$ cat config.mk
export PLATFORM = sky130hd
export DESIGN_NAME = lock_frame_responder
export DESIGN_NICKNAME = d
export VERILOG_FILES = /design/src/rtl/lfr_pkg.sv /design/src/rtl/lock_frame_responder.sv
export SDC_FILE = /design/constraint.sdc
export NUM_CORES = 1
export LEC_CHECK = 0
export BUFFER_PORTS_ARGS = -buffer_cell sky130_fd_sc_hd__buf_2
export CORE_ASPECT_RATIO = 0.9
export CORE_UTILIZATION = 53
export DETAILED_ROUTE_END_ITERATION = 12
export GPL_ROUTABILITY_DRIVEN = 0
export GPL_TIMING_DRIVEN = 0
export PLACE_DENSITY = 0.77
export SYNTH_ARGS = -nofsm -noshare
export SYNTH_HDL_FRONTEND = slang
export SYNTH_SLANG_ARGS = --single-unit
$ cat constraint.sdc
create_clock -name clk -period 2.1 [get_ports clk]
set_input_delay 0.21 -clock clk [delete_from_list [all_inputs] [get_ports clk]]
set_output_delay 0.21 -clock clk [all_outputs]
set_load 0.005 [all_outputs]
$ cat src/rtl/lfr_pkg.sv
// lfr_pkg: transaction structs, state codes, reply tables and constants
// for lock_frame_responder
// no dependencies
package lfr_pkg;

    // input transaction: a received byte or a millisecond tick
    typedef struct packed {
        logic       mode;
        logic [7:0] rx_byte;
    } item_t;

    // output transaction: one reply byte
    typedef struct packed {
        logic [7:0] tx_byte;
        logic       tx_last;
    } reply_t;

    // deframer phases
    typedef enum logic [4:0] {
        PH_IDLE = 5'b00001,
        PH_LEN  = 5'b00010,
        PH_ID   = 5'b00100,
        PH_CMD  = 5'b01000,
        PH_DATA = 5'b10000
    } rx_phase_t;

    // reply sequencer states
    typedef enum logic [1:0] {
        EMIT_IDLE = 2'b01,
        EMIT_RUN  = 2'b10
    } emit_state_t;

    // item modes
    localparam logic ModeByte = 1'b0;

    // register addresses (word index, paddr[2])
    localparam logic RegInsert = 1'b0;
    localparam logic RegExit   = 1'b1;

    // framing constants
    localparam logic [7:0] StartByte   = 8'h00;
    localparam logic [7:0] LenOverhead = 8'd3;
    localparam logic [7:0] DataStart   = 8'h53;
    localparam logic [7:0] DataResume  = 8'h45;

    // reply entries
    localparam int         RomRow       = 15;
    localparam int         RomEntries   = 8;
    localparam logic [2:0] EntryBoot    = 3'd0;
    localparam logic [2:0] EntryResume  = 3'd1;
    localparam logic [2:0] EntryStart   = 3'd2;
    localparam logic [2:0] EntryChain   = 3'd3;
    localparam logic [2:0] EntryChainEnd = 3'd7;
    localparam logic [5:0] BootWait     = 6'd30;

    // wait in ticks per entry
    function automatic logic [5:0] reply_wait(input logic [2:0] entry);
        logic [5:0] w;
        unique case (entry)
            3'd0:    w = 6'd30;
            3'd1:    w = 6'd15;
            3'd2:    w = 6'd2;
            3'd3:    w = 6'd0;
            3'd4:    w = 6'd40;
            3'd5:    w = 6'd40;
            3'd6:    w = 6'd40;
            default: w = 6'd40;
        endcase
        return w;
    endfunction

    // stored byte count per entry
    function automatic logic [3:0] reply_len(input logic [2:0] entry);
        logic [3:0] n;
        unique case (entry)
            3'd3, 3'd4, 3'd5: n = 4'd7;
            default:          n = 4'd15;
        endcase
        return n;
    endfunction

endpackage

$ cat src/rtl/lock_frame_responder.sv
// lock_frame_responder: serial frame decoder with timed replies from a reply rom
// depends on lfr_pkg
//
//  channel   | signals                          | direction | transaction
//  ----------+----------------------------------+-----------+---------------------------
//  item      | item_valid, item_stall, item     | in        | rx byte or 1 ms tick
//  reply     | reply_valid, reply_stall, reply  | out       | one reply byte, last marked
//  config    | psel, penable, pwrite, paddr ... | in        | register write / read
//
// a byte transaction and a tick that fires nothing never raise item_stall
// a firing tick of an n-byte entry holds item_stall while the rom read port issues
//   its n bytes at one byte a cycle while the buffer has room; bytes then drain at one per cycle
//   while reply_stall is low; the rom port feeds the two-stage output buffer; reply_stall
//   pauses rom reads once both stages are full
// reset arms entry 0 with a 30 tick wait; no clearing pass is needed
module lock_frame_responder #(
    parameter int REPLY_BYTES = 15
) (
    input  logic                clk,
    input  logic                rst_n,
    input  logic                item_valid,
    output logic                item_stall,
    input  lfr_pkg::item_t      item,
    output logic                reply_valid,
    input  logic                reply_stall,
    output lfr_pkg::reply_t     reply,
    input  logic                psel,
    input  logic                penable,
    input  logic                pwrite,
    input  logic [2:0]          paddr,
    input  logic [31:0]         pwdata,
    output logic [31:0]         prdata,
    output logic                pready
);

    // longest emitted reply, capped by the rom row
    localparam int CapInt = (REPLY_BYTES < lfr_pkg::RomRow) ? REPLY_BYTES : lfr_pkg::RomRow;
    localparam logic [3:0] CapLen = 4'(CapInt);

    // reply rom: registered read, one byte per cycle while the output buffer has room
    localparam logic [7:0] ReplyRom [lfr_pkg::RomEntries][lfr_pkg::RomRow] = '{
        '{8'h80,8'h0D,8'h00,8'h45,8'h59,8'hB2,8'h11,8'h04,
          8'h00,8'h00,8'h6B,8'h98,8'h12,8'hFA,8'h2D},
        '{8'h80,8'h0D,8'h00,8'h45,8'h59,8'hB2,8'h12,8'h84,
          8'h00,8'h00,8'h00,8'hDC,8'h04,8'h65,8'h08},
        '{8'h80,8'h0D,8'h00,8'h53,8'h44,8'h13,8'h4A,8'h61,
          8'h07,8'h10,8'h10,8'h22,8'h08,8'h56,8'hD9},
        '{8'h80,8'h05,8'h00,8'h48,8'h30,8'h2C,8'hD1,8'h00,
          8'h00,8'h00,8'h00,8'h00,8'h00,8'h00,8'h00},
        '{8'h80,8'h05,8'h00,8'h48,8'h50,8'h2A,8'hB7,8'h00,
          8'h00,8'h00,8'h00,8'h00,8'h00,8'h00,8'h00},
        '{8'h80,8'h05,8'h00,8'h48,8'h60,8'h3A,8'h97,8'h00,
          8'h00,8'h00,8'h00,8'h00,8'h00,8'h00,8'h00},
        '{8'h80,8'h0D,8'h00,8'h45,8'hA6,8'h7E,8'h82,8'h0A,
          8'h00,8'h00,8'h52,8'hF5,8'h3C,8'h13,8'h10},
        '{8'h80,8'h0D,8'h00,8'h45,8'hA6,8'h7E,8'hA3,8'h8A,
          8'h00,8'h00,8'hA5,8'hDD,8'hB5,8'h26,8'hD2}
    };

    // configuration registers
    logic [7:0] insert_code_reg;
    logic [7:0] exit_code_reg;

    // deframer state
    lfr_pkg::rx_phase_t rx_phase_reg, rx_phase_next;
    logic [7:0] bytes_left_reg, bytes_left_next;
    logic [7:0] data_count_reg, data_count_next;
    logic [7:0] running_xor_reg, running_xor_next;
    logic [7:0] frame_command_reg, frame_command_next;
    logic [7:0] first_data_reg, first_data_next;

    // reply scheduling state
    logic       reply_pending_reg, reply_pending_next;
    logic [5:0] wait_countdown_reg, wait_countdown_next;
    logic [2:0] reply_entry_reg, reply_entry_next;
    logic       chain_active_reg, chain_active_next;
    logic [2:0] chain_index_reg, chain_index_next;

    // reply sequencer and output buffer
    lfr_pkg::emit_state_t emit_state_reg;
    logic [2:0] emit_entry_reg;
    logic [3:0] emit_len_reg;
    logic [3:0] rd_idx_reg;
    logic       q_vld_reg;
    logic [7:0] q_byte_reg;
    logic       q_last_reg;
    logic       out_vld_reg;
    lfr_pkg::reply_t out_reg;

    logic       accept;
    logic       emit_start;
    logic [5:0] tick_count;
    logic [2:0] chain_step;
    logic       out_free;
    logic       issue;
    logic       issue_last;
    logic       cfg_write;

    assign accept     = item_valid && !item_stall;
    assign item_stall = (emit_state_reg != lfr_pkg::EMIT_IDLE);

    // ------------------------------------------------------------------
    // configuration port
    // ------------------------------------------------------------------
    assign pready    = 1'b1;
    assign cfg_write = psel && penable && pwrite && pready;

    always_comb
    begin
        unique case (paddr[2])
            lfr_pkg::RegInsert: prdata = {24'd0, insert_code_reg};
            default:            prdata = {24'd0, exit_code_reg};
        endcase
    end

    always_ff @(posedge clk or negedge rst_n)
    begin
        if (!rst_n)
        begin
            insert_code_reg <= 8'd1;
            exit_code_reg   <= 8'd2;
        end
        else if (cfg_write)
        begin
            unique case (paddr[2])
                lfr_pkg::RegInsert: insert_code_reg <= pwdata[7:0];
                default:            exit_code_reg   <= pwdata[7:0];
            endcase
        end
    end

    // ------------------------------------------------------------------
    // deframer and tick handling, one transaction per cycle while item_stall is low
    // ------------------------------------------------------------------
    always_comb
    begin
        rx_phase_next       = rx_phase_reg;
        bytes_left_next     = bytes_left_reg;
        data_count_next     = data_count_reg;
        running_xor_next    = running_xor_reg;
        frame_command_next  = frame_command_reg;
        first_data_next     = first_data_reg;
        reply_pending_next  = reply_pending_reg;
        wait_countdown_next = wait_countdown_reg;
        reply_entry_next    = reply_entry_reg;
        chain_active_next   = chain_active_reg;
        chain_index_next    = chain_index_reg;
        emit_start          = 1'b0;
        tick_count          = wait_countdown_reg;
        chain_step          = chain_index_reg + 3'd1;

        if (accept && item.mode == lfr_pkg::ModeByte)
        begin
            unique case (rx_phase_reg)
                lfr_pkg::PH_IDLE:
                begin
                    if (item.rx_byte == lfr_pkg::StartByte)
                        rx_phase_next = lfr_pkg::PH_LEN;
                end
                lfr_pkg::PH_LEN:
                begin
                    bytes_left_next  = item.rx_byte - lfr_pkg::LenOverhead;
                    running_xor_next = item.rx_byte;
                    data_count_next  = 8'd0;
                    rx_phase_next    = lfr_pkg::PH_ID;
                end
                lfr_pkg::PH_ID:
                begin
                    running_xor_next = running_xor_reg ^ item.rx_byte;
                    rx_phase_next    = lfr_pkg::PH_CMD;
                end
                lfr_pkg::PH_CMD:
                begin
                    frame_command_next = item.rx_byte;
                    running_xor_next   = running_xor_reg ^ item.rx_byte;
                    rx_phase_next      = lfr_pkg::PH_DATA;
                end
                lfr_pkg::PH_DATA:
                begin
                    if (data_count_reg < bytes_left_reg)
                    begin
                        running_xor_next = running_xor_reg ^ item.rx_byte;
                        if (data_count_reg == 8'd0)
                            first_data_next = item.rx_byte;
                        data_count_next = data_count_reg + 8'd1;
                    end
                    else
                    begin
                        // checksum byte closes the frame
                        rx_phase_next = lfr_pkg::PH_IDLE;
                        if (running_xor_reg == item.rx_byte)
                        begin
                            if (frame_command_reg == insert_code_reg)
                            begin
                                if (first_data_reg == lfr_pkg::DataStart)
                                begin
                                    reply_entry_next    = lfr_pkg::EntryStart;
                                    reply_pending_next  = 1'b1;
                                    wait_countdown_next =
                                        lfr_pkg::reply_wait(lfr_pkg::EntryStart);
                                end
                                else if (first_data_reg == lfr_pkg::DataResume)
                                begin
                                    reply_entry_next    = lfr_pkg::EntryResume;
                                    reply_pending_next  = 1'b1;
                                    wait_countdown_next =
                                        lfr_pkg::reply_wait(lfr_pkg::EntryResume);
                                end
                            end
                            else if (frame_command_reg == exit_code_reg)
                            begin
                                // exit command starts the chain at its first entry
                                chain_active_next   = 1'b1;
                                chain_index_next    = lfr_pkg::EntryChain;
                                reply_entry_next    = lfr_pkg::EntryChain;
                                reply_pending_next  = 1'b1;
                                wait_countdown_next =
                                    lfr_pkg::reply_wait(lfr_pkg::EntryChain);
                            end
                        end
                    end
                end
                default:
                begin
                    rx_phase_next = lfr_pkg::PH_IDLE;
                end
            endcase
        end
        else if (accept && reply_pending_reg)
        begin
            // tick: count down first, fire on reaching zero
            if (wait_countdown_reg != 6'd0)
                tick_count = wait_countdown_reg - 6'd1;
            wait_countdown_next = tick_count;
            if (tick_count == 6'd0)
            begin
                reply_pending_next = 1'b0;
                emit_start         = 1'b1;
                if (chain_active_reg)
                begin
                    chain_index_next = chain_step;
                    if (chain_step >= lfr_pkg::EntryChainEnd)
                        chain_active_next = 1'b0;
                    reply_entry_next    = chain_step;
                    reply_pending_next  = 1'b1;
                    wait_countdown_next = lfr_pkg::reply_wait(chain_step);
                end
            end
        end
    end

    always_ff @(posedge clk or negedge rst_n)
    begin
        if (!rst_n)
        begin
            rx_phase_reg       <= lfr_pkg::PH_IDLE;
            bytes_left_reg     <= 8'd0;
            data_count_reg     <= 8'd0;
            running_xor_reg    <= 8'd0;
            frame_command_reg  <= 8'd0;
            first_data_reg     <= 8'd0;
            reply_pending_reg  <= 1'b1;
            wait_countdown_reg <= lfr_pkg::BootWait;
            reply_entry_reg    <= lfr_pkg::EntryBoot;
            chain_active_reg   <= 1'b0;
            chain_index_reg    <= 3'd0;
        end
        else
        begin
            rx_phase_reg       <= rx_phase_next;
            bytes_left_reg     <= bytes_left_next;
            data_count_reg     <= data_count_next;
            running_xor_reg    <= running_xor_next;
            frame_command_reg  <= frame_command_next;
            first_data_reg     <= first_data_next;
            reply_pending_reg  <= reply_pending_next;
            wait_countdown_reg <= wait_countdown_next;
            reply_entry_reg    <= reply_entry_next;
            chain_active_reg   <= chain_active_next;
            chain_index_reg    <= chain_index_next;
        end
    end

    // ------------------------------------------------------------------
    // reply sequencer: rom read stage feeding the output register
    // ------------------------------------------------------------------
    assign out_free   = !out_vld_reg || !reply_stall;
    assign issue      = (emit_state_reg == lfr_pkg::EMIT_RUN) && (!q_vld_reg || out_free);
    assign issue_last = (rd_idx_reg == emit_len_reg - 4'd1);

    always_ff @(posedge clk or negedge rst_n)
    begin
        if (!rst_n)
        begin
            emit_state_reg <= lfr_pkg::EMIT_IDLE;
            emit_entry_reg <= 3'd0;
            emit_len_reg   <= 4'd0;
            rd_idx_reg     <= 4'd0;
            q_vld_reg      <= 1'b0;
            out_vld_reg    <= 1'b0;
        end
        else
        begin
            unique case (emit_state_reg)
                lfr_pkg::EMIT_IDLE:
                begin
                    if (emit_start)
                    begin
                        // latch the firing entry before the chain re-arms
                        emit_state_reg <= lfr_pkg::EMIT_RUN;
                        emit_entry_reg <= reply_entry_reg;
                        rd_idx_reg     <= 4'd0;
                        if (lfr_pkg::reply_len(reply_entry_reg) > CapLen)
                            emit_len_reg <= CapLen;
                        else
                            emit_len_reg <= lfr_pkg::reply_len(reply_entry_reg);
                    end
                end
                lfr_pkg::EMIT_RUN:
                begin
                    if (issue)
                    begin
                        rd_idx_reg <= rd_idx_reg + 4'd1;
                        if (issue_last)
                            emit_state_reg <= lfr_pkg::EMIT_IDLE;
                    end
                end
                default:
                begin
                    emit_state_reg <= lfr_pkg::EMIT_IDLE;
                end
            endcase

            if (issue)
                q_vld_reg <= 1'b1;
            else if (out_free)
                q_vld_reg <= 1'b0;

            if (out_free)
                out_vld_reg <= q_vld_reg;
        end
    end

    // rom read and output payload, no reset needed
    always_ff @(posedge clk)
    begin
        if (issue)
        begin
            q_byte_reg <= ReplyRom[emit_entry_reg][rd_idx_reg];
            q_last_reg <= issue_last;
        end
        if (out_free && q_vld_reg)
        begin
            out_reg.tx_byte <= q_byte_reg;
            out_reg.tx_last <= q_last_reg;
        end
    end

    assign reply_valid = out_vld_reg;
    assign reply       = out_reg;

    // ------------------------------------------------------------------
    // assertions
    // ------------------------------------------------------------------
    a_no_overrun: assert property (@(posedge clk) disable iff (!rst_n)
        !(issue && q_vld_reg && out_vld_reg && reply_stall))
        else $error("rom read issued into a full output buffer");

    a_last_ends_run: assert property (@(posedge clk) disable iff (!rst_n)
        (issue && issue_last) |=> (emit_state_reg == lfr_pkg::EMIT_IDLE))
        else $error("sequencer kept running after the last byte");

    a_read_in_range: assert property (@(posedge clk) disable iff (!rst_n)
        (emit_state_reg == lfr_pkg::EMIT_RUN) |-> (rd_idx_reg < emit_len_reg))
        else $error("rom read index past the reply length");

    a_chain_range: assert property (@(posedge clk) disable iff (!rst_n)
        chain_active_reg |-> (chain_index_reg >= lfr_pkg::EntryChain &&
                              chain_index_reg < lfr_pkg::EntryChainEnd))
        else $error("exit chain index out of range while active");

    a_fire_idle: assert property (@(posedge clk) disable iff (!rst_n)
        emit_start |-> (emit_state_reg == lfr_pkg::EMIT_IDLE))
        else $error("reply fired while a reply was still being read");

endmodule
# After elaboration in Yosys (flattened, before gate mapping)
# Memory sizes are Yosys's and may differ from the RTL's.
# Index checks and enable logic that the tools add are counted.
word_totals:
  rom_bits: 960
  input_bits: 51
  output_inout_bits: 44
  n_memories: 1
  elab_cells: 196
  reg_bits: 108
mem_list:
  columns: ["name", "depth", "width", "read_ports", "rd_clocked_by_memory_dff", "write_ports", "line_no", "source"]
  rows:
  - ["(name not given)", 8, 120, 1, 0, 0, "lock_frame_responder.sv:349", "q_byte_reg <= ReplyRom[emit_entry_reg][rd_idx_reg];"]
classes:
  n_reduce_logical: 43
  n_addsub: 6
  n_eq_ne: 33
  order_cmp: 5
  muxes: 80
  n_bitwise: 5
ops:
  columns: ["cell", "n"]
  rows:
  - ["120-bit 2-to-1 mux", 2]
  - ["6-bit 2-to-1 mux", 14]
  - ["3-bit 2-to-1 mux", 16]
  - ["8-bit 2-to-1 mux", 5]
  - ["8-bit binary-select mux with 4-bit select", 1]
  - ["1-bit 2-to-1 mux", 25]
  - ["5-bit case mux with 5 select lines", 1]
  - ["8-bit equality test", 3]
  - ["4-bit 2-to-1 mux", 6]
  - ["6-bit case mux with 4 select lines", 1]
  - ["8-bit case mux with 3 select lines", 1]
  - ["8-bit by 7-bit equality test with 1-bit output, second input constant", 2]
  - ["8-bit logical NOT", 2]
  - ["2-bit inequality test, second input constant", 8]
  - ["8-bit case mux with 2 select lines", 1]
  - ["8-bit AND reduction", 2]
  - ["3-bit AND reduction", 5]
  - ["7-bit AND reduction", 2]
  - ["2-bit nonzero test", 6]
  - ["5-bit 2-to-1 mux", 2]
  - ["2-bit AND reduction", 5]
  - ["3-bit by 2-bit equality test with 1-bit output, second input constant", 3]
  - ["8-bit by 1-bit adder with 8-bit output, second input constant", 1]
  - ["8-bit less-than comparator", 1]
  - ["40 further kinds", 57]

# Depth between registers and ports, before layout
# Gate-level depths: netlist of the first run.
logic_depth:
  word_depth: 14
  mapped_depth: 9
  ltp_nobuf: 8

# Worst setup path after synthesis of the first run
# No wires, ideal clock.
synth_path:
  path_kind: "reg2reg"
  startpoint: "register data_count_reg[6]"
  endpoint: "register first_data_reg[1]"
  stages_incl_launch_ff: 8
  n_path_buf: 0
  period_less_slack_ps: 2273
  setup_time_ps: 125
  arrival_ps: 2148
  t_required_ps: 1975
  path_slack_ps: -173
  cell_sequence: "dfrtp_1 -> ha_1 -> a21o_1 -> a211oi_1 -> o21ai_2 -> and2_1 -> nor3_4 -> mux2_2"
synth_via:
  elab_chain_len: 2
  elab_cells_between_ends: 3
  classes_between: "order compare (1); reduce/logical (2)"
synth_rtl:
  columns: ["element", "line_no", "source"]
  rows:
  - ["start, declared", "lock_frame_responder.sv:67", "logic [7:0] data_count_reg, data_count_next;"]
  - ["start signal, assigned", "lock_frame_responder.sv:272", "data_count_reg <= data_count_next;"]
  - ["8-bit less-than comparator or 8-bit logical NOT (tied branches)", "lock_frame_responder.sv:180, lock_frame_responder.sv:183", null]
  - ["4-bit AND reduction (no line) (*)", null, null]
  - ["end signal, assigned", "lock_frame_responder.sv:275", "first_data_reg <= first_data_next;"]
  - ["end, declared", "lock_frame_responder.sv:70", "logic [7:0] first_data_reg, first_data_next;"]
# Every way passes the cells marked *; elsewhere a longest branch is shown, timed or not.
# A chain may end at the register's enable or synchronous reset.

# Final worst setup path of the first run
layout_path:
  startpoint: "register wait_countdown_reg[0]"
  endpoint: "register chain_index_reg[1]"
layout_via:
  elab_chain_len: 7
  elab_cells_between_ends: 8
  classes_between: "add/sub (1); mux (3); reduce/logical (4)"
layout_rtl:
  columns: ["element", "line_no", "source"]
  rows:
  - ["start, declared", "lock_frame_responder.sv:74", "logic [5:0] wait_countdown_reg, wait_countdown_next;"]
  - ["start signal, assigned", "lock_frame_responder.sv:263", "wait_countdown_reg <= lfr_pkg::BootWait;"]
  - ["start signal, assigned", "lock_frame_responder.sv:277", "wait_countdown_reg <= wait_countdown_next;"]
  - ["6-bit by 1-bit subtractor with 6-bit output or 6-bit nonzero test (tied branches)", "lock_frame_responder.sv:233, lock_frame_responder.sv:232", null]
  - ["6-bit 2-to-1 mux (*)", "lock_frame_responder.sv:232", "if (wait_countdown_reg != 6'd0)"]
  - ["6-bit 2-to-1 mux (*)", "lock_frame_responder.sv:229", "else if (accept && reply_pending_reg)"]
  - ["6-bit 2-to-1 mux (*)", "lock_frame_responder.sv:152", "if (accept && item.mode == lfr_pkg::ModeByte)"]
  - ["6-bit logical NOT (*)", "lock_frame_responder.sv:235", "if (tick_count == 6'd0)"]
  - ["2-bit nonzero test (no line) (*)", null, null]
  - ["8-bit AND reduction (no line) (*)", null, null]
  - ["end signal, assigned", "lock_frame_responder.sv:280", "chain_index_reg <= chain_index_next;"]
  - ["end, declared", "lock_frame_responder.sv:77", "logic [2:0] chain_index_reg, chain_index_next;"]
# Every way passes the cells marked *; elsewhere a longest branch is shown, timed or not. The select of a mux whose other input is x is not followed.

==> results of run 1 <==
[placed cells by master (no fill, tap or decap), types with 10 or more instances in the layout]
| cell type | n |
|---|---|
| conb_1 | 25 |
| clkbuf_16 | 10 |
| mux2_2 | 31 |
| nand3_1 | 13 |
| mux2_4 | 11 |
| buf_6 | 11 |
| nand4_1 | 11 |
| a21o_1 | 10 |
| ha_1 | 23 |
| a21oi_1 | 28 |
| xnor2_1 | 22 |
| xor2_1 | 15 |
| nand2_1 | 66 |
| nor3_1 | 12 |
| nor2_1 | 32 |
| edfxtp_1 | 18 |
| dfrtp_1 | 71 |
| clkbuf_1 | 16 |
| nand2b_1 | 14 |
| mux2i_1 | 15 |
| buf_2 | 40 |
| inv_1 | 20 |
| buf_4 | 70 |
| o21ai_0 | 38 |
[routing by layer]
metal | vias up | routed length (µm) | track usage [%]
li1 | 2822 | - | -
met5 | - | 0 | 0
met3 | 53 | 1020 | 5.38
met2 | 268 | 9320 | 43.9
met4 | 0 | 528 | 9.52
met1 | 2978 | 7450 | 33.5
[synth_stat cells, types with 10 or more instances]
cell,n
buf_4,26
a21oi_1,31
a211oi_1,13
nand4_1,11
xor2_1,16
nor2_1,37
xnor2_1,22
mux2i_1,15
dfrtp_1,79
nand2b_1,15
ha_1,30
nor3_1,16
inv_1,26
nand3_1,14
a21o_1,10
mux2_2,42
edfxtp_1,18
clkbuf_1,24
nand2_1,72
o21ai_0,45
[path summary, 6_finish.rpt]
| path | startpoint | to | slack [ns] | cells after the start |
|---|---|---|---|---|
| worst max-delay path | wait_countdown_reg[0] | chain_index_reg[1] | -0.11 | 10 |
| worst min register to register | q_byte_reg[1] | reply[2] | 0.42 | 0 |
| max in group asynchronous | rst_n | wait_countdown_reg[4] | 1.10 | 3 |
| worst min-delay path | reply_stall | reply_valid | 0.08 | 2 |
| min in group asynchronous | rst_n | running_xor_reg[0] | 0.33 | 2 |
| worst max register to register | wait_countdown_reg[0] | chain_index_reg[1] | -0.11 | 10 |
[power by group through the flow]
stage | logic (mW) | registers (mW) | clock network (mW)
CTS | 3.55 | 2.85 | 1.75
floorplan | 2.53 | 2.79 | 0
global route | 4.55 | 2.94 | 1.82
finish | 4.22 | 2.90 | 1.73
detailed placement | 3.26 | 2.90 | 0
global placement | 3.13 | 2.87 | 0
[critical path, stage by stage (launching register included)]
cell and delay [ns]:
dfrtp_2 0.43, inv_2 0.09, ha_4 0.14, or3b_4 0.38, a211oi_4 0.28, buf_4 0.18, o211ai_4 0.10, buf_4 0.17
buf_4 0.13, nor4_4 0.15, a21oi_2 0.05
[cells by family after synthesis]
logic type	Yosys count
simple gates	221
compound gates	178
flops	106
buf+inv	93
mux	58
xor+xnor	38
fa+ha+maj	30
other cells	2
[metrics by stage]
step	setup WS [ns]	TNS (ns)	power (mW)	instance area, µm²	utilization [%]
floorplan	-0.0778	-0.248	5.31	7210	-
global placement	-0.319	-11.97	5.99	7590	58.9
detailed placement	-0.388	-15.57	6.16	7620	59.2
CTS	-0.195	-3.99	8.16	8390	65.1
global route	-0.198	-3.18	9.31	8840	68.6
finish	-0.113	-1.47	8.84	8840	68.6
[final cells by class]
cell class | count | area [µm²]
Clock buffer | 10 | 250
Timing Repair Buffer | 86 | 619
Inverter | 27 | 113
Multi-Input combinational cell | 550 | 4430
Buffer | 64 | 402
Tap cell | 164 | 205
Sequential cell | 106 | 2760
Clock inverter | 6 | 55.1
Fill cell | 919 | 4050
[repair_timing]
item                                    CTS  global route
pin swaps                                37            23
hold buffers                              1             0
endpoints found under the setup margin   71            69
cloned                                    1             0
setup buffers                            24            23
hold endpoints to repair                 26             0
gates resized for setup                  70            83
==> results.tsv, run 1 <==
stage	metric	value	unit
status	status	finished, violations left	
status	failing checks	negative setup slack	
die	Die Height	112	µm
synthesis	Synth top area share	27.9	%
synthesis	fraction of registers with async set/reset	83.0	%
timing	Setup Skew	0.0116	ns
timing	fin crit period	2.21	ns
route	DRT Wirelength	18.3	mm
cells_and_area	Non-Filler Instances	1013	
route	Detailed Route Iter0 Violations	620	
clock_network	Clk Latency, worst-skew pair	0.36	ns
clock_network	TritonCTS buffer count	9	
clock_network	CTS max path bufs	2	
worst_setup_path	Worst Path Required	2.34	ns
synthesis	sequential cell area fraction in the yosys report	38.8	%
timing	worst relative slew slack	13.0	%
die	Die Wd	124	µm
route	drt pass-1 iters	5	
timing	part of the cycle the worst path needs	105	%
die	site row count	39	
timing	fin. max-slew vios	0	
synthesis	Simple-Gate Fraction of Synth Area	16.9	%
clock_network	CTS sink count	106	
clock_network	clock-pin slew on the worst setup and hold paths	0.08	ns
power_and_ir_drop	PwrDens	1000	nW/µm²
synthesis	main combinational cell family by area after synthesis	compound AO/OA/AOI/OAI gates	
synthesis	Mapped Area	7090	µm²
timing	Final WS setup	-0.113	ns
power_and_ir_drop	leakage power	3.80	nW
power_and_ir_drop	Comb pwr share	47.7	%
route	vias per std cell	6.04	
timing	Final Hold Fails	0	
synthesis	number of enable flip-flop cells after synthesis	18	
worst_setup_path	CP Max Fanout	4	
worst_setup_path	Critical Path Sink Type	flop	
die	Ports	95	
synthesis	Synth cell types	90	
power_and_ir_drop	Internal Power	5.22	mW
synthesis	top cells by area, synth	dfrtp_1 (28%), edfxtp_1 (7.6%), mux2_2 (6.7%), ha_1 (5.3%), nand2_1 (3.8%)	
cells_and_area	Total Nets Final	925	
synthesis	Main synth FF type	dfrtp_1	
clock_network	CTS tree	yes	
synthesis	synthesized flop and latch total	106	
grt	Tot GR Track Use	26.3	%
worst_setup_path	Setup CP Type	reg2reg	
route	Residual DRC	0	
synthesis	multiplexer share of the synthesized area	9.10	%
cells_and_area	proportion of layout cells with a drive suffix above 1	36.4	%
grt	remaining global-route overflow	0	
grt	initial antenna violation count	0	
power_and_ir_drop	Clock Power Share	19.5	%
job	max_cap viols	0	
placed_design	Inst Count DP	950	
die	die area	13900	µm²
grt	vias in the first global route	5830	
synthesis	synth warn	0	
power_and_ir_drop	Psw	3.62	mW
min_path	Hold WC Path Type	in2reg	
cells_and_area	max reg flops	9	
placed_design	number of port buffers	36	
power_and_ir_drop	sw frac	40.9	%
clock_network	H-tree levels	3	
worst_setup_path	CP Launch Type	flop	
die	CORE AREA	12900	µm²
route	Post-DRT Antenna Nets	0	
grt	pin count of the biggest net entering global routing	61	
synthesis	Synth Area in XOR/XNOR	4.69	%
placed_design	DPL Wire Length	12.0	mm
timing	Tightest Pin Transition	1.29	ns
synthesis	cell type with the largest total area after synthesis	dfrtp_1	
timing	Worst Hold Slack	0.0805	ns
die	Initial Utilization	55.1	%
cells_and_area	area grow syn2layout	24.6	%
synthesis	Post-Synth Adder-Cell Area	5.29	%
timing	fmax	0.452	GHz
cells_and_area	ant diodes	0	
synthesis	syn_area_per_cell	9.77	µm²
timing	final setup violating endpoints	31	
route	routed via count	6121	
power_and_ir_drop	Worst IR Drop VDD	0.787	mV
power_and_ir_drop	sequential share of power	32.8	%
grt	first-pass GRT wire length	28.5	mm
timing	RSZ-0062 raised after global routing	yes	
worst_setup_path	CP arrival	2.45	ns
synthesis	post-synthesis compound-gate area fraction	18.4	%
clock_network	Root Buffer	clkbuf_16	
route	DR WL/cell	18.1	µm
synthesis	Synth Instances	726	
Power figures use the tool's default switching activity.
==> run 2, diff against run 1 <==
--- a/config.mk
+++ b/config.mk
@@ -7,11 +7,11 @@
 export LEC_CHECK = 0
 export BUFFER_PORTS_ARGS = -buffer_cell sky130_fd_sc_hd__buf_2
 export CORE_ASPECT_RATIO = 0.9
-export CORE_UTILIZATION = 53
+export CORE_UTILIZATION = 40
+export CTS_BUF_LIST = sky130_fd_sc_hd__clkbuf_8
 export DETAILED_ROUTE_END_ITERATION = 12
 export GPL_ROUTABILITY_DRIVEN = 0
 export GPL_TIMING_DRIVEN = 0
-export PLACE_DENSITY = 0.77
 export SYNTH_ARGS = -nofsm -noshare
 export SYNTH_HDL_FRONTEND = slang
 export SYNTH_SLANG_ARGS = --single-unit
==> results.tsv, run 2 (same netlist as run 1, synthesis figures left out) <==
stage	metric	value	unit	change
power_and_ir_drop	Comb pwr share	48.6	%	+0.9 points
timing	Tightest Pin Transition	0.750	ns	-0.543 ns
worst_setup_path	Reg2Reg Depth	8		-2
cells_and_area	commonest non-fill, non-tap cells in the layout	dfrtp_1 (74), nand2_1 (65), buf_4 (50), buf_2 (43), o21ai_0 (38)		
worst_setup_path	Slowest-stage cell, CP	a211o_4		
timing	Sum Neg Setup Slack	-1.27	ns	+0.196 ns
power_and_ir_drop	sw frac	42.2	%	+1.3 points
clock_network	CTS tree	yes		
timing	Final WS setup	-0.132	ns	-0.0191 ns
power_and_ir_drop	leakage power	3.60	nW	-5.2%
clock_network	H-tree levels	3		unchanged
power_and_ir_drop	Internal Power	4.59	mW	-12%
route	Residual DRC	0		unchanged
status	failing checks	negative setup slack		
power_and_ir_drop	Pwr Total	7.94	mW	-10%
grt	remaining global-route overflow	0		unchanged
cells_and_area	proportion of layout cells with a drive suffix above 1	33.1	%	-3.3 points
cells_and_area	Design Area, Final	8500	µm²	-3.8%
grt	initial antenna violation count	0		unchanged
clock_network	clock-pin slew on the worst setup and hold paths	0.10	ns	+0.02 ns
status	status	finished, violations left		
die	site row count	45		+15%
worst_setup_path	CP Max Fanout	7		+3
route	routed via count	5815		-5.0%
clock_network	Clk Latency, worst-skew pair	0.39	ns	+0.03 ns
grt	vias in the first global route	5738		-1.6%
placed_design	number of port buffers	36		unchanged
route	vias per std cell	5.47		-9.5%
worst_setup_path	Critical Path Sink Type	flop		
worst_setup_path	Worst Path Required	2.41	ns	+0.07 ns
power_and_ir_drop	Clock Power Share	15.4	%	-4.1 points
power_and_ir_drop	sequential share of power	36.0	%	+3.2 points
route	DR WL/cell	16.0	µm	-11%
route	Detailed Route Iter0 Violations	288		-54%
cells_and_area	commonest non-fill, non-tap cell in the layout	dfrtp_1		
timing	fmax	0.448	GHz	-0.85%
power_and_ir_drop	PwrDens	933	nW/µm²	-6.7%
cells_and_area	max reg flops	9		unchanged
cells_and_area	ant diodes	0		unchanged
worst_setup_path	r2r startpoint	bytes_left_reg[6]		
grt	pin count of the biggest net entering global routing	61		unchanged
worst_setup_path	slowest stage delay, CP	0.43	ns	about the same
placed_design	Inst Count DP	1021		+7.5%
timing	fin crit period	2.23	ns	+0.0191 ns
grt	Tot GR Track Use	19.3	%	-7.0 points
route	Post-DRT Antenna Nets	0		unchanged
timing	Worst Hold Slack	0.0421	ns	-0.0384 ns
die	Die Wd	142	µm	+15%
route	DRT Wirelength	17.0	mm	-7.0%
worst_setup_path	start point of the critical path	bytes_left_reg[6]		
cells_and_area	utilization after layout	49.7	%	-19 points
placed_design	Post-DP Area	7710	µm²	+1.2%
timing	RSZ-0062 raised after global routing	yes		
worst_setup_path	Worst R2R Setup Slack	-0.13	ns	-0.02 ns
power_and_ir_drop	Worst IR Drop VDD	0.437	mV	-44%
cells_and_area	area grow syn2layout	19.8	%	
die	die area	18300	µm²	+32%
die	Die Height	128	µm	+15%
worst_setup_path	Setup CP Type	reg2reg		
worst_setup_path	worst setup path endpoint	data_count_reg[5]		
power_and_ir_drop	Psw	3.35	mW	-7.4%
die	CORE AREA	17100	µm²	+33%
clock_network	TritonCTS buffer count	9		unchanged
clock_network	Root Buffer	clkbuf_8		
die	Ports	95		unchanged
job	max_cap viols	0		unchanged
clock_network	CTS sink count	106		unchanged
route	drt pass-1 iters	5		unchanged
timing	fin. max-slew vios	0		unchanged
timing	worst relative slew slack	50.0	%	+37 points
clock_network	CTS max path bufs	2		unchanged
placed_design	Setup WS pre-CTS	-0.426	ns	-0.0380 ns
cells_and_area	Total Nets Final	904		-2.3%
die	Initial Utilization	41.4	%	-14 points
worst_setup_path	worst-path cell chain	inv_2 > ha_4 > a21o_1 > a211oi_2 > o21ai_2 > a211o_4 > a211oi_4 > mux2i_1		
timing	part of the cycle the worst path needs	106	%	+0.91 points
timing	final setup violating endpoints	31		unchanged
cells_and_area	FILL cells	1664		+81%
placed_design	DPL Wire Length	12.2	mm	+2.1%
timing	Setup Skew	0.0186	ns	+0.00701 ns
min_path	Hold WC Path Type	in2reg		
grt	first-pass GRT wire length	28.2	mm	-1.2%
worst_setup_path	RR Endpoint	data_count_reg[5]		
timing	Final Hold Fails	0		unchanged
cells_and_area	Non-Filler Instances	1063		+4.9%
worst_setup_path	CP arrival	2.54	ns	+0.09 ns
worst_setup_path	CP Launch Type	flop		
==> run 2: changes by cell type in the layout (fill, tap and decap cells not counted), sizes merged <==
cell	change
buf	-19
clkbuf	-3
inv	+2
clkinv	+2
clkinvlp	-3
==> run 2: power by group through the flow <==
stage	logic (mW)	registers [mW]	clock network, mW
final	3.85	2.86	1.22
after global routing	4.21	2.91	1.34
after CTS	3.53	2.82	1.28
after detailed placement	3.27	2.89	0
after global placement	3.20	2.88	0
after floorplan	2.53	2.79	0
==> run 2: critical path: cells and delay by family, from the launching register on <==
kind,cells,cell delay [ns]
flip-flops,1,0.39
AO/OA/AOI/OAI,5,1.27
buffers and inverters,1,0.08
multiplexers,1,0.21
adder cells (fa/ha/maj),1,0.20
==> run 2: what timing repair did <==
item | in CTS | in global routing
pin swaps | 28 | 13
gates resized for setup | 57 | 66
endpoints found under the setup margin | 71 | 72
cloned | 1 | 0
endpoints found under the hold margin | 26 | 0
hold buffers | 1 | 0
setup buffers | 18 | 9
==> run 2: worst min-delay path by stage <==
stage / startpoint / end / depth (start not counted)
2_1_floorplan: rst_n / bytes_left_reg[0] / 0
3_3_place_gp: q_byte_reg[7] / reply[8] / 0
3_5_place_dp: rst_n / running_xor_reg[0] / 1
4_1_cts: reply_stall / reply_valid / 2
5_1_grt: reply_stall / reply_valid / 2
6_report: reply_stall / reply_valid / 2
==> run 2: cell type report <==
type,instances,area [µm²],area share (%)
multi-input combinational,550,4310,50.7
sequential,106,2760,32.5
timing repair buffer,66,463,5.45
buffer,63,382,4.49
tap,235,294,3.46
clock buffer,9,124,1.46
inverter,27,111,1.31
clock inverter,7,61.3,0.721
==> run 2: routing by layer <==
metal	track usage [%]	part of all wire (%)
met1	24.7	44
met5	0	0
met3	3.20	4.3
met4	7.72	2.5
met2	32.5	49
